<file path="src/sv/sfd_pkg.sv">
// shared types, constants and the check function of the sensor frame deframer
package sfd_pkg;

    localparam int unsigned FRAME_LEN = 7;
    // bytes held between transactions; a seventh byte always resolves the window
    localparam int unsigned WIN_DEPTH = FRAME_LEN - 1;
    localparam int unsigned FILL_W    = $clog2(FRAME_LEN);

    localparam logic [7:0] START_BYTE = 8'h5A;
    localparam logic [7:0] END_BYTE   = 8'h15;

    localparam logic MODE_PLAIN    = 1'b0;
    localparam logic MODE_WEIGHTED = 1'b1;

    typedef logic [7:0] t_byte;

    typedef struct packed {
        t_byte front_pos;
        t_byte back_pos;
        t_byte tilt_angle;
        t_byte quadrant_code;
    } t_frame;

    typedef struct packed {
        logic  vld;
        t_byte data;
    } t_byte_xfer;

    typedef struct packed {
        logic   vld;
        t_frame frame;
    } t_res_xfer;

    // low byte of the payload sum, third byte counted twice in weighted mode
    function automatic t_byte f_frame_check(input logic mode, input t_byte p0,
                                            input t_byte p1, input t_byte p2,
                                            input t_byte p3);
        t_byte sum;
        sum = p0 + p1 + p2 + p3;
        if (mode == MODE_WEIGHTED) begin
            sum = sum + p2;
        end
        return sum;
    endfunction

endpackage

</file>
<file path="src/sv/sfd_if.sv">
// valid/ready channels of the sensor frame deframer
interface sfd_byte_if;
    logic       valid;
    logic       ready;
    logic [7:0] rx_byte;

    modport source (output valid, output rx_byte, input ready);
    modport sink (input valid, input rx_byte, output ready);
endinterface

interface sfd_result_if;
    logic       valid;
    logic       ready;
    logic [7:0] front_pos;
    logic [7:0] back_pos;
    logic [7:0] tilt_angle;
    logic [7:0] quadrant_code;

    modport source (output valid, output front_pos, output back_pos, output tilt_angle,
                    output quadrant_code, input ready);
    modport sink (input valid, input front_pos, input back_pos, input tilt_angle,
                  input quadrant_code, output ready);
endinterface

</file>
<file path="src/sv/sfd_in_stage.sv">
// input register of the byte channel
module sfd_in_stage (
    input  logic                i_clk,
    input  logic                i_rst_n,
    sfd_byte_if.sink            i_rx,
    input  logic                i_adv,
    output sfd_pkg::t_byte_xfer o_xfer
);

    logic           r_vld;
    sfd_pkg::t_byte r_byte;

    assign i_rx.ready = !r_vld || i_adv;

    always_ff @(posedge i_clk) begin
        if (!i_rst_n) begin
            r_vld <= 1'b0;
        end else if (i_rx.ready) begin
            r_vld <= i_rx.valid;
        end
    end

    always_ff @(posedge i_clk) begin
        if (i_rx.valid && i_rx.ready) begin
            r_byte <= i_rx.rx_byte;
        end
    end

    assign o_xfer.vld  = r_vld && i_adv;
    assign o_xfer.data = r_byte;

endmodule

</file>
<file path="src/sv/sfd_window.sv">
// byte window, frame search and check
module sfd_window (
    input  logic                i_clk,
    input  logic                i_rst_n,
    input  logic                i_cfg_we,
    input  logic                i_cfg_wdata,
    input  sfd_pkg::t_byte_xfer i_xfer,
    output sfd_pkg::t_res_xfer  o_res
);

    localparam logic [sfd_pkg::FILL_W-1:0] FILL_FULL = sfd_pkg::FILL_W'(sfd_pkg::WIN_DEPTH);
    localparam logic [sfd_pkg::FILL_W-1:0] FILL_SPAN = sfd_pkg::FILL_W'(sfd_pkg::FRAME_LEN);
    localparam logic [sfd_pkg::FILL_W-1:0] FILL_ONE  = sfd_pkg::FILL_W'(1);

    logic                        r_mode;
    sfd_pkg::t_byte              r_win [0:sfd_pkg::WIN_DEPTH-1];
    sfd_pkg::t_byte              n_win [0:sfd_pkg::WIN_DEPTH-1];
    logic [sfd_pkg::FILL_W-1:0]  r_fill;
    logic [sfd_pkg::FILL_W-1:0]  n_fill;
    sfd_pkg::t_byte              w [0:sfd_pkg::FRAME_LEN-1];
    logic                        found;
    logic [sfd_pkg::FILL_W-1:0]  sel;
    logic                        chk_ok;

    always_ff @(posedge i_clk) begin
        if (!i_rst_n) begin
            r_mode <= sfd_pkg::MODE_PLAIN;
        end else if (i_cfg_we) begin
            r_mode <= i_cfg_wdata;
        end
    end

    // window with the new byte appended
    always_comb begin
        for (int i = 0; i < sfd_pkg::WIN_DEPTH; i++) begin
            w[i] = (sfd_pkg::FILL_W'(i) == r_fill) ? i_xfer.data : r_win[i];
        end
        w[sfd_pkg::FRAME_LEN-1] = i_xfer.data;
    end

    // first start byte after the leading one of a full window
    always_comb begin
        found = 1'b0;
        sel   = '0;
        for (int k = 1; k < sfd_pkg::FRAME_LEN; k++) begin
            if (!found && w[k] == sfd_pkg::START_BYTE) begin
                found = 1'b1;
                sel   = sfd_pkg::FILL_W'(k);
            end
        end
    end

    always_comb begin
        n_win  = r_win;
        n_fill = r_fill;
        if (i_xfer.vld) begin
            if (r_fill == '0) begin
                n_win[0] = i_xfer.data;
                n_fill   = (i_xfer.data == sfd_pkg::START_BYTE) ? FILL_ONE : '0;
            end else if (r_fill != FILL_FULL) begin
                n_win[r_fill] = i_xfer.data;
                n_fill        = r_fill + 1'b1;
            end else if (i_xfer.data == sfd_pkg::END_BYTE) begin
                // complete frame, good or bad, leaves the window empty
                n_fill = '0;
            end else if (found) begin
                // resync on the next start byte
                for (int k = 1; k < sfd_pkg::FRAME_LEN; k++) begin
                    if (sel == sfd_pkg::FILL_W'(k)) begin
                        for (int j = 0; j < sfd_pkg::WIN_DEPTH; j++) begin
                            if (j + k < sfd_pkg::FRAME_LEN) begin
                                n_win[j] = w[j+k];
                            end
                        end
                    end
                end
                n_fill = FILL_SPAN - sel;
            end else begin
                n_fill = '0;
            end
        end
    end

    always_ff @(posedge i_clk) begin
        if (!i_rst_n) begin
            r_fill <= '0;
        end else begin
            r_fill <= n_fill;
        end
    end

    always_ff @(posedge i_clk) begin
        r_win <= n_win;
    end

    assign chk_ok = sfd_pkg::f_frame_check(r_mode, r_win[1], r_win[2], r_win[3], r_win[4])
                    == r_win[5];

    assign o_res.vld = i_xfer.vld && (r_fill == FILL_FULL)
                       && (i_xfer.data == sfd_pkg::END_BYTE) && chk_ok;
    assign o_res.frame.front_pos     = r_win[1];
    assign o_res.frame.back_pos      = r_win[2];
    assign o_res.frame.tilt_angle    = r_win[3];
    assign o_res.frame.quadrant_code = r_win[4];

`ifndef SYNTHESIS
    a_fill_range: assert property (@(posedge i_clk) disable iff (!i_rst_n)
        r_fill <= FILL_FULL)
        else $error("window fill beyond six bytes");
    a_lead_start: assert property (@(posedge i_clk) disable iff (!i_rst_n)
        (r_fill != '0) |-> (r_win[0] == sfd_pkg::START_BYTE))
        else $error("window does not begin with a start byte");
    a_res_full: assert property (@(posedge i_clk) disable iff (!i_rst_n)
        o_res.vld |-> (r_fill == FILL_FULL))
        else $error("result without a full window");
    a_res_clears: assert property (@(posedge i_clk) disable iff (!i_rst_n)
        o_res.vld |=> (r_fill == '0))
        else $error("window not cleared after a frame");
`endif

endmodule

</file>
<file path="src/sv/sfd_out_stage.sv">
// result register of the result channel
module sfd_out_stage (
    input  logic               i_clk,
    input  logic               i_rst_n,
    input  sfd_pkg::t_res_xfer i_res,
    sfd_result_if.source       o_res,
    output logic               o_adv
);

    logic            r_vld;
    sfd_pkg::t_frame r_frame;

    // the window may step when the result register is free or being emptied
    assign o_adv = !r_vld || o_res.ready;

    always_ff @(posedge i_clk) begin
        if (!i_rst_n) begin
            r_vld <= 1'b0;
        end else if (o_adv) begin
            r_vld <= i_res.vld;
        end
    end

    always_ff @(posedge i_clk) begin
        if (o_adv && i_res.vld) begin
            r_frame <= i_res.frame;
        end
    end

    assign o_res.valid         = r_vld;
    assign o_res.front_pos     = r_frame.front_pos;
    assign o_res.back_pos      = r_frame.back_pos;
    assign o_res.tilt_angle    = r_frame.tilt_angle;
    assign o_res.quadrant_code = r_frame.quadrant_code;

endmodule

</file>
<file path="src/sv/sensor_frame_deframer.sv">
// top level of the sensor frame deframer
//
// usage:
//   i_rx carries one received byte per transaction (valid/ready). the block
//   looks for 7-byte frames: 0x5A, four payload bytes, check byte, 0x15.
//   o_res carries one transaction per frame whose check byte matches the
//   low 8 bits of the payload sum (third payload byte counted twice when
//   checksum_mode is 1). bad frames and stray bytes give no transaction.
//   i_cfg_we/i_cfg_wdata write checksum_mode; write only while idle.
// timing:
//   one byte per cycle while o_res takes its results. a byte accepted
//   into the input register is folded into the window when the window
//   steps, and a result it completes is loaded into the result register
//   in that same step. the rate is set by the window update loop.
// reset (i_rst_n low, synchronous): window emptied, checksum_mode to 0,
//   both channel registers empty.
// stall: when o_res holds a result that is not taken, the window stops;
//   the input register holds at most one byte and i_rx.ready is low while full.
module sensor_frame_deframer (
    input  logic         i_clk,
    input  logic         i_rst_n,
    input  logic         i_cfg_we,
    input  logic         i_cfg_wdata,
    sfd_byte_if.sink     i_rx,
    sfd_result_if.source o_res
);

    sfd_pkg::t_byte_xfer byte_xfer;
    sfd_pkg::t_res_xfer  res_xfer;
    logic                adv;

    // input register
    sfd_in_stage u_in (
        .i_clk   (i_clk),
        .i_rst_n (i_rst_n),
        .i_rx    (i_rx),
        .i_adv   (adv),
        .o_xfer  (byte_xfer)
    );

    // window update, resync and check
    sfd_window u_win (
        .i_clk       (i_clk),
        .i_rst_n     (i_rst_n),
        .i_cfg_we    (i_cfg_we),
        .i_cfg_wdata (i_cfg_wdata),
        .i_xfer      (byte_xfer),
        .o_res       (res_xfer)
    );

    // result register and stall control
    sfd_out_stage u_out (
        .i_clk   (i_clk),
        .i_rst_n (i_rst_n),
        .i_res   (res_xfer),
        .o_res   (o_res),
        .o_adv   (adv)
    );

endmodule
</file>
<file path="src/flat_wrapper.sv">
// flat-port wrapper written by rule: the top's interface ports become plain ports
module sensor_frame_deframer_flat 
  (i_clk, i_rst_n, i_cfg_we, i_cfg_wdata, i_rx_valid, i_rx_rx_byte, i_rx_ready, o_res_valid, o_res_front_pos, o_res_back_pos, o_res_tilt_angle, o_res_quadrant_code, o_res_ready);
  sfd_byte_if i_rx_i ();
  sfd_result_if o_res_i ();
  input  logic i_clk;
  input  logic i_rst_n;
  input  logic i_cfg_we;
  input  logic i_cfg_wdata;
  input wire logic [$bits(i_rx_i.valid)-1:0] i_rx_valid;
  input wire logic [$bits(i_rx_i.rx_byte)-1:0] i_rx_rx_byte;
  output wire logic [$bits(i_rx_i.ready)-1:0] i_rx_ready;
  output wire logic [$bits(o_res_i.valid)-1:0] o_res_valid;
  output wire logic [$bits(o_res_i.front_pos)-1:0] o_res_front_pos;
  output wire logic [$bits(o_res_i.back_pos)-1:0] o_res_back_pos;
  output wire logic [$bits(o_res_i.tilt_angle)-1:0] o_res_tilt_angle;
  output wire logic [$bits(o_res_i.quadrant_code)-1:0] o_res_quadrant_code;
  input wire logic [$bits(o_res_i.ready)-1:0] o_res_ready;
  assign i_rx_i.valid = i_rx_valid;
  assign i_rx_i.rx_byte = i_rx_rx_byte;
  assign i_rx_ready = i_rx_i.ready;
  assign o_res_valid = o_res_i.valid;
  assign o_res_front_pos = o_res_i.front_pos;
  assign o_res_back_pos = o_res_i.back_pos;
  assign o_res_tilt_angle = o_res_i.tilt_angle;
  assign o_res_quadrant_code = o_res_i.quadrant_code;
  assign o_res_i.ready = o_res_ready;
  sensor_frame_deframer u_core (.i_clk(i_clk), .i_rst_n(i_rst_n), .i_cfg_we(i_cfg_we), .i_cfg_wdata(i_cfg_wdata), .i_rx(i_rx_i), .o_res(o_res_i));
endmodule
</file>
<file path="config.mk">
export PLATFORM = sky130hd
export DESIGN_NAME = sensor_frame_deframer_flat
export DESIGN_NICKNAME = d
export VERILOG_FILES = /design/src/sv/sfd_pkg.sv /design/src/sv/sfd_if.sv /design/src/sv/sfd_in_stage.sv /design/src/sv/sfd_window.sv /design/src/sv/sfd_out_stage.sv /design/src/sv/sensor_frame_deframer.sv /design/src/flat_wrapper.sv
export SDC_FILE = /design/constraint.sdc
export NUM_CORES = 1
export LEC_CHECK = 0
export ABC_AREA = 1
export BUFFER_PORTS_ARGS = -buffer_cell sky130_fd_sc_hd__buf_2
export CAP_MARGIN = 0
export CORE_MARGIN = 1.5
export CORE_UTILIZATION = 42
export DETAILED_ROUTE_END_ITERATION = 10
export PLACE_DENSITY = 0.64
export SYNTH_ARGS = -nofsm -noshare
export SYNTH_HDL_FRONTEND = slang
export SYNTH_SLANG_ARGS = --single-unit
</file>
<file path="constraint.sdc">
create_clock -name i_clk -period 8.06 [get_ports i_clk]
set_clock_uncertainty 0.05 [all_clocks]
set_input_delay 1.612 -clock i_clk [delete_from_list [all_inputs] [get_ports i_clk]]
set_output_delay 1.612 -clock i_clk [all_outputs]
set_load 0.05 [all_outputs]
</file>
==> results.py <==
metrics = {
    "power": {
        "p_per_area_mw_per_mm2": 138,
        "power_leakage_uw": 0.00279,
        "peakVddDrop_uv": 84.1,
    },
    "yosys": {
        "synthTopCellsByArea": "edfxtp_1 (39%), nand2_1 (13%), inv_1 (5.3%)",
        "synth_top_area_cell": "edfxtp_1",
        "synth-xor-area-share": 0.0144,
        "synth_compound_gate_area_share": 0.141,
        "synth-edff-count": 80,
        "syn_area_mm2": 0.00610,
        "synth_mux_area_frac": 0,
        "synth-simple-area-share": 0.254,
        "synth-adder-area-share": 0.0903,
        "syn_nets": 800,
        "yosysWarningCount": 0,
        "synth_cells": 751,
        "yosys_most_used_dff": "edfxtp_1",
        "synth_top_area_share": 0.394,
        "synth_top_family_by_area": "simple AND/OR/NAND/NOR gates",
        "synth_cell_type_count": 45,
        "async_flop_share": 0,
        "synth-seq-cells": 86,
        "seq_area_frac_synth": 0.414,
        "synth_most_common_cell": "nand2_1",
        "synth_common_cells": "nand2_1 (212), inv_1 (86), edfxtp_1 (80)",
        "avgSynthCellArea_um2": 8.12,
    },
    "die": {
        "ios": 48,
        "design.core.area_mm2": 0.0140,
        "rows": 43,
        "dieArea_mm2": 0.0153,
        "dieHeight_um": 124,
        "die_w_um": 124,
        "start_util": 0.434,
    },
    "timing": {
        "rsz0062_at_grt": "false",
        "tightest_slew_ps": 1260,
        "period_share": 0.632,
        "timing.fmax_ghz": 0.196,
        "period_minus_slack_ps": 5100,
        "maxSlewViolCount": 0,
        "tns_ps": 0,
        "relSlewSlack": 0.159,
        "fin_ws_ps": 2960,
        "final-hold-violation-count": 0,
        "setup_violations": 0,
    },
    "final_layout": {
        "fin_cells": 971,
        "drive_gt1_frac": 0.129,
        "area_delta_synth_final_pct": 10.2,
        "final_cell_area_mm2": 0.00672,
        "fillerInstances": 1363,
        "n_antenna_cell": 0,
        "layout.nets": 835,
    },
    "clock_network": {
        "clk_pin_slew_ps": 70,
        "clk_latency_ps": 350,
        "hold_buffers": 0,
        "cts_max_level": 3,
        "cts_buffers": 9,
        "tritoncts": "built",
        "cts_resized": 0,
        "post_cts_buffers": 0,
        "cts_buffer_depth": 2,
        "cts.sinks": 86,
        "root_buffer": "clkbuf_16",
    },
    "routing": {
        "routed_via_density": 5.77,
        "wl_um": 20400,
        "drt-pass1-iter-count": 5,
        "ant_nets": 0,
        "initialDrtViolationCount": 587,
        "drc": 0,
        "wire_per_inst_um": 21.0,
        "route.vias.total": 5603,
    },
    "global_routing": {
        "grt_pass1_vias": 5184,
        "antenna_found_initial": 0,
        "grt_max_degree": 47,
        "grt_pass1_wl_um": 30300,
        "grtUsageTotal": 0.278,
        "grt_overflow": 0,
    },
    "worst_setup_path": {
        "worstPathArrival_ps": 5050,
        "slowest_stage": "fa_1",
        "crit_family": "adder cells",
        "rrSetupSlack_ps": 2960,
        "cp_max_fo": 32,
        "crit_path_start_kind": "flop",
        "critPathBufInv": 5,
        "crit_required_ps": 8010,
        "cp_slowest_stage_delay_ps": 540,
        "cp-end-kind": "flop",
        "crit_chain": "fa_1, inv_1, fa_1, inv_1, ha_1, inv_1, fa_1, o21ai_0, xor2_1, inv_1, ha_1, nand2_1, or2_2, nand4_1, nand3_1, nand2_1, nand2_1, nand2_1, nand4_1, nor3_2, buf_4",
        "critPathKind": "reg -> reg",
    },
    "run": {
        "drv_cap": 0,
    },
    "placed_design": {
        "port_buffers": 47,
        "pre_cts_slack_ps": 3010,
        "dp_hpwl_um": 15000,
        "postPlaceCellArea_mm2": 0.00643,
        "globalplace.congestion": 0.956,
        "dpl.cell_count": 955,
    },
    "min_path": {
        "min_path_type": "reg -> reg",
    },
    "run_status": {
        "run_status": "finished, final reports clean",
    },
}
area by class of cell:
class	count	area, um2	area share
well taps	180	225	0.0335
multi-input cells	543	3050	0.454
repair buffers	52	273	0.0406
flip-flops and latches	86	2520	0.375
clock buffers	10	229	0.0341
clock inverters	6	62.6	0.00931
inverters	94	355	0.0529
power breakdown:
part / switching [uW] / total, uW / leakage [uW] / internal (uW)
clock network: 180 / 420 / 0.000136 / 239
logic: 14.9 / 19.9 / 0.00190 / 5.06
registers: 6.79 / 491 / 0.000754 / 484
routing by layer:
metal  track usage  vias up  wire length [um]
li1              -     2613                 -
met4         0.153        0              1040
met1         0.379     2615              8780
met5             0        -                 0
met2         0.418      313              8850
met3        0.0480       62              1740
worst reg2reg max path, stage by stage, from the launching register on:
cell      delay (ps)
edfxtp_1         470
fa_1             540
inv_1             60
fa_1             470
inv_1             70
ha_1             190
inv_1             70
fa_1             430
o21ai_0          260
xor2_1           250
inv_1             70
ha_1             350
nand2_1           90
or2_2            310
nand4_1           80
nand3_1           90
nand2_1           80
nand2_1           50
nand2_1           80
nand4_1          150
nor3_2           130
buf_4            410
state kept, by name (all words and copies together) (netlist names), 3 cells and up:
signal,cells
u_core.u_win.r_win,8
u_core.u_out.o_res.quadrant_code,8
u_core.u_out.o_res.back_pos,8
u_core.u_win.r_fill,3
u_core.u_out.o_res.front_pos,8
u_core.u_win.o_res,32
u_core.u_in.r_byte,8
u_core.u_out.o_res.tilt_angle,8
placed cells by master (no fill, tap or decap), drive strengths merged, types with 2 or more instances in the layout:
cell type	count
nand3	54
or2	3
fa	15
o21ai	53
o31ai	8
a21oi	53
o2111ai	3
o221ai	2
clkinvlp	2
inv	93
clkinv	4
xnor2	5
ha	20
nand2	218
edfxtp	80
o22ai	18
clkbuf	10
xor2	5
dfxtp	6
nand4	10
nand3b	2
o211ai	7
buf	52
a31oi	4
nor2	47
nor3	12
stage by stage:
step / total power (uW) / utilization / hold slack [ps]
after global placement: 520 / 0.458 / 391
after CTS: 932 / 0.479 / 404
final: 931 / 0.479 / 411
after global routing: 950 / 0.479 / 423
after detailed placement: 520 / 0.458 / 388
after floorplan: 510 / - / 376
final timing paths:
kind | start | end | cells past startpoint
setup / recovery | u_core.u_win.o_res[9] | u_core.u_out.o_res.back_pos[6] | 21
hold / removal | u_core.u_win.o_res[21] | u_core.u_out.o_res.back_pos[5] | 0
setup reg to reg | u_core.u_win.o_res[9] | u_core.u_out.o_res.back_pos[6] | 21
hold reg to reg | u_core.u_win.o_res[21] | u_core.u_out.o_res.back_pos[5] | 0
kinds of logic (layout without fill, tap and decap cells):
| family | after synthesis | after routing |
|---|---|---|
| and+or+nand+nor | 347 | 347 |
| buffers and inverters | 122 | 162 |
| DFF | 86 | 86 |
| adders and majority gates | 35 | 35 |
| AOI/OAI and AO/OA | 151 | 151 |
| xor gates and xnor gates | 10 | 10 |
Power figures use the tool's default switching activity.
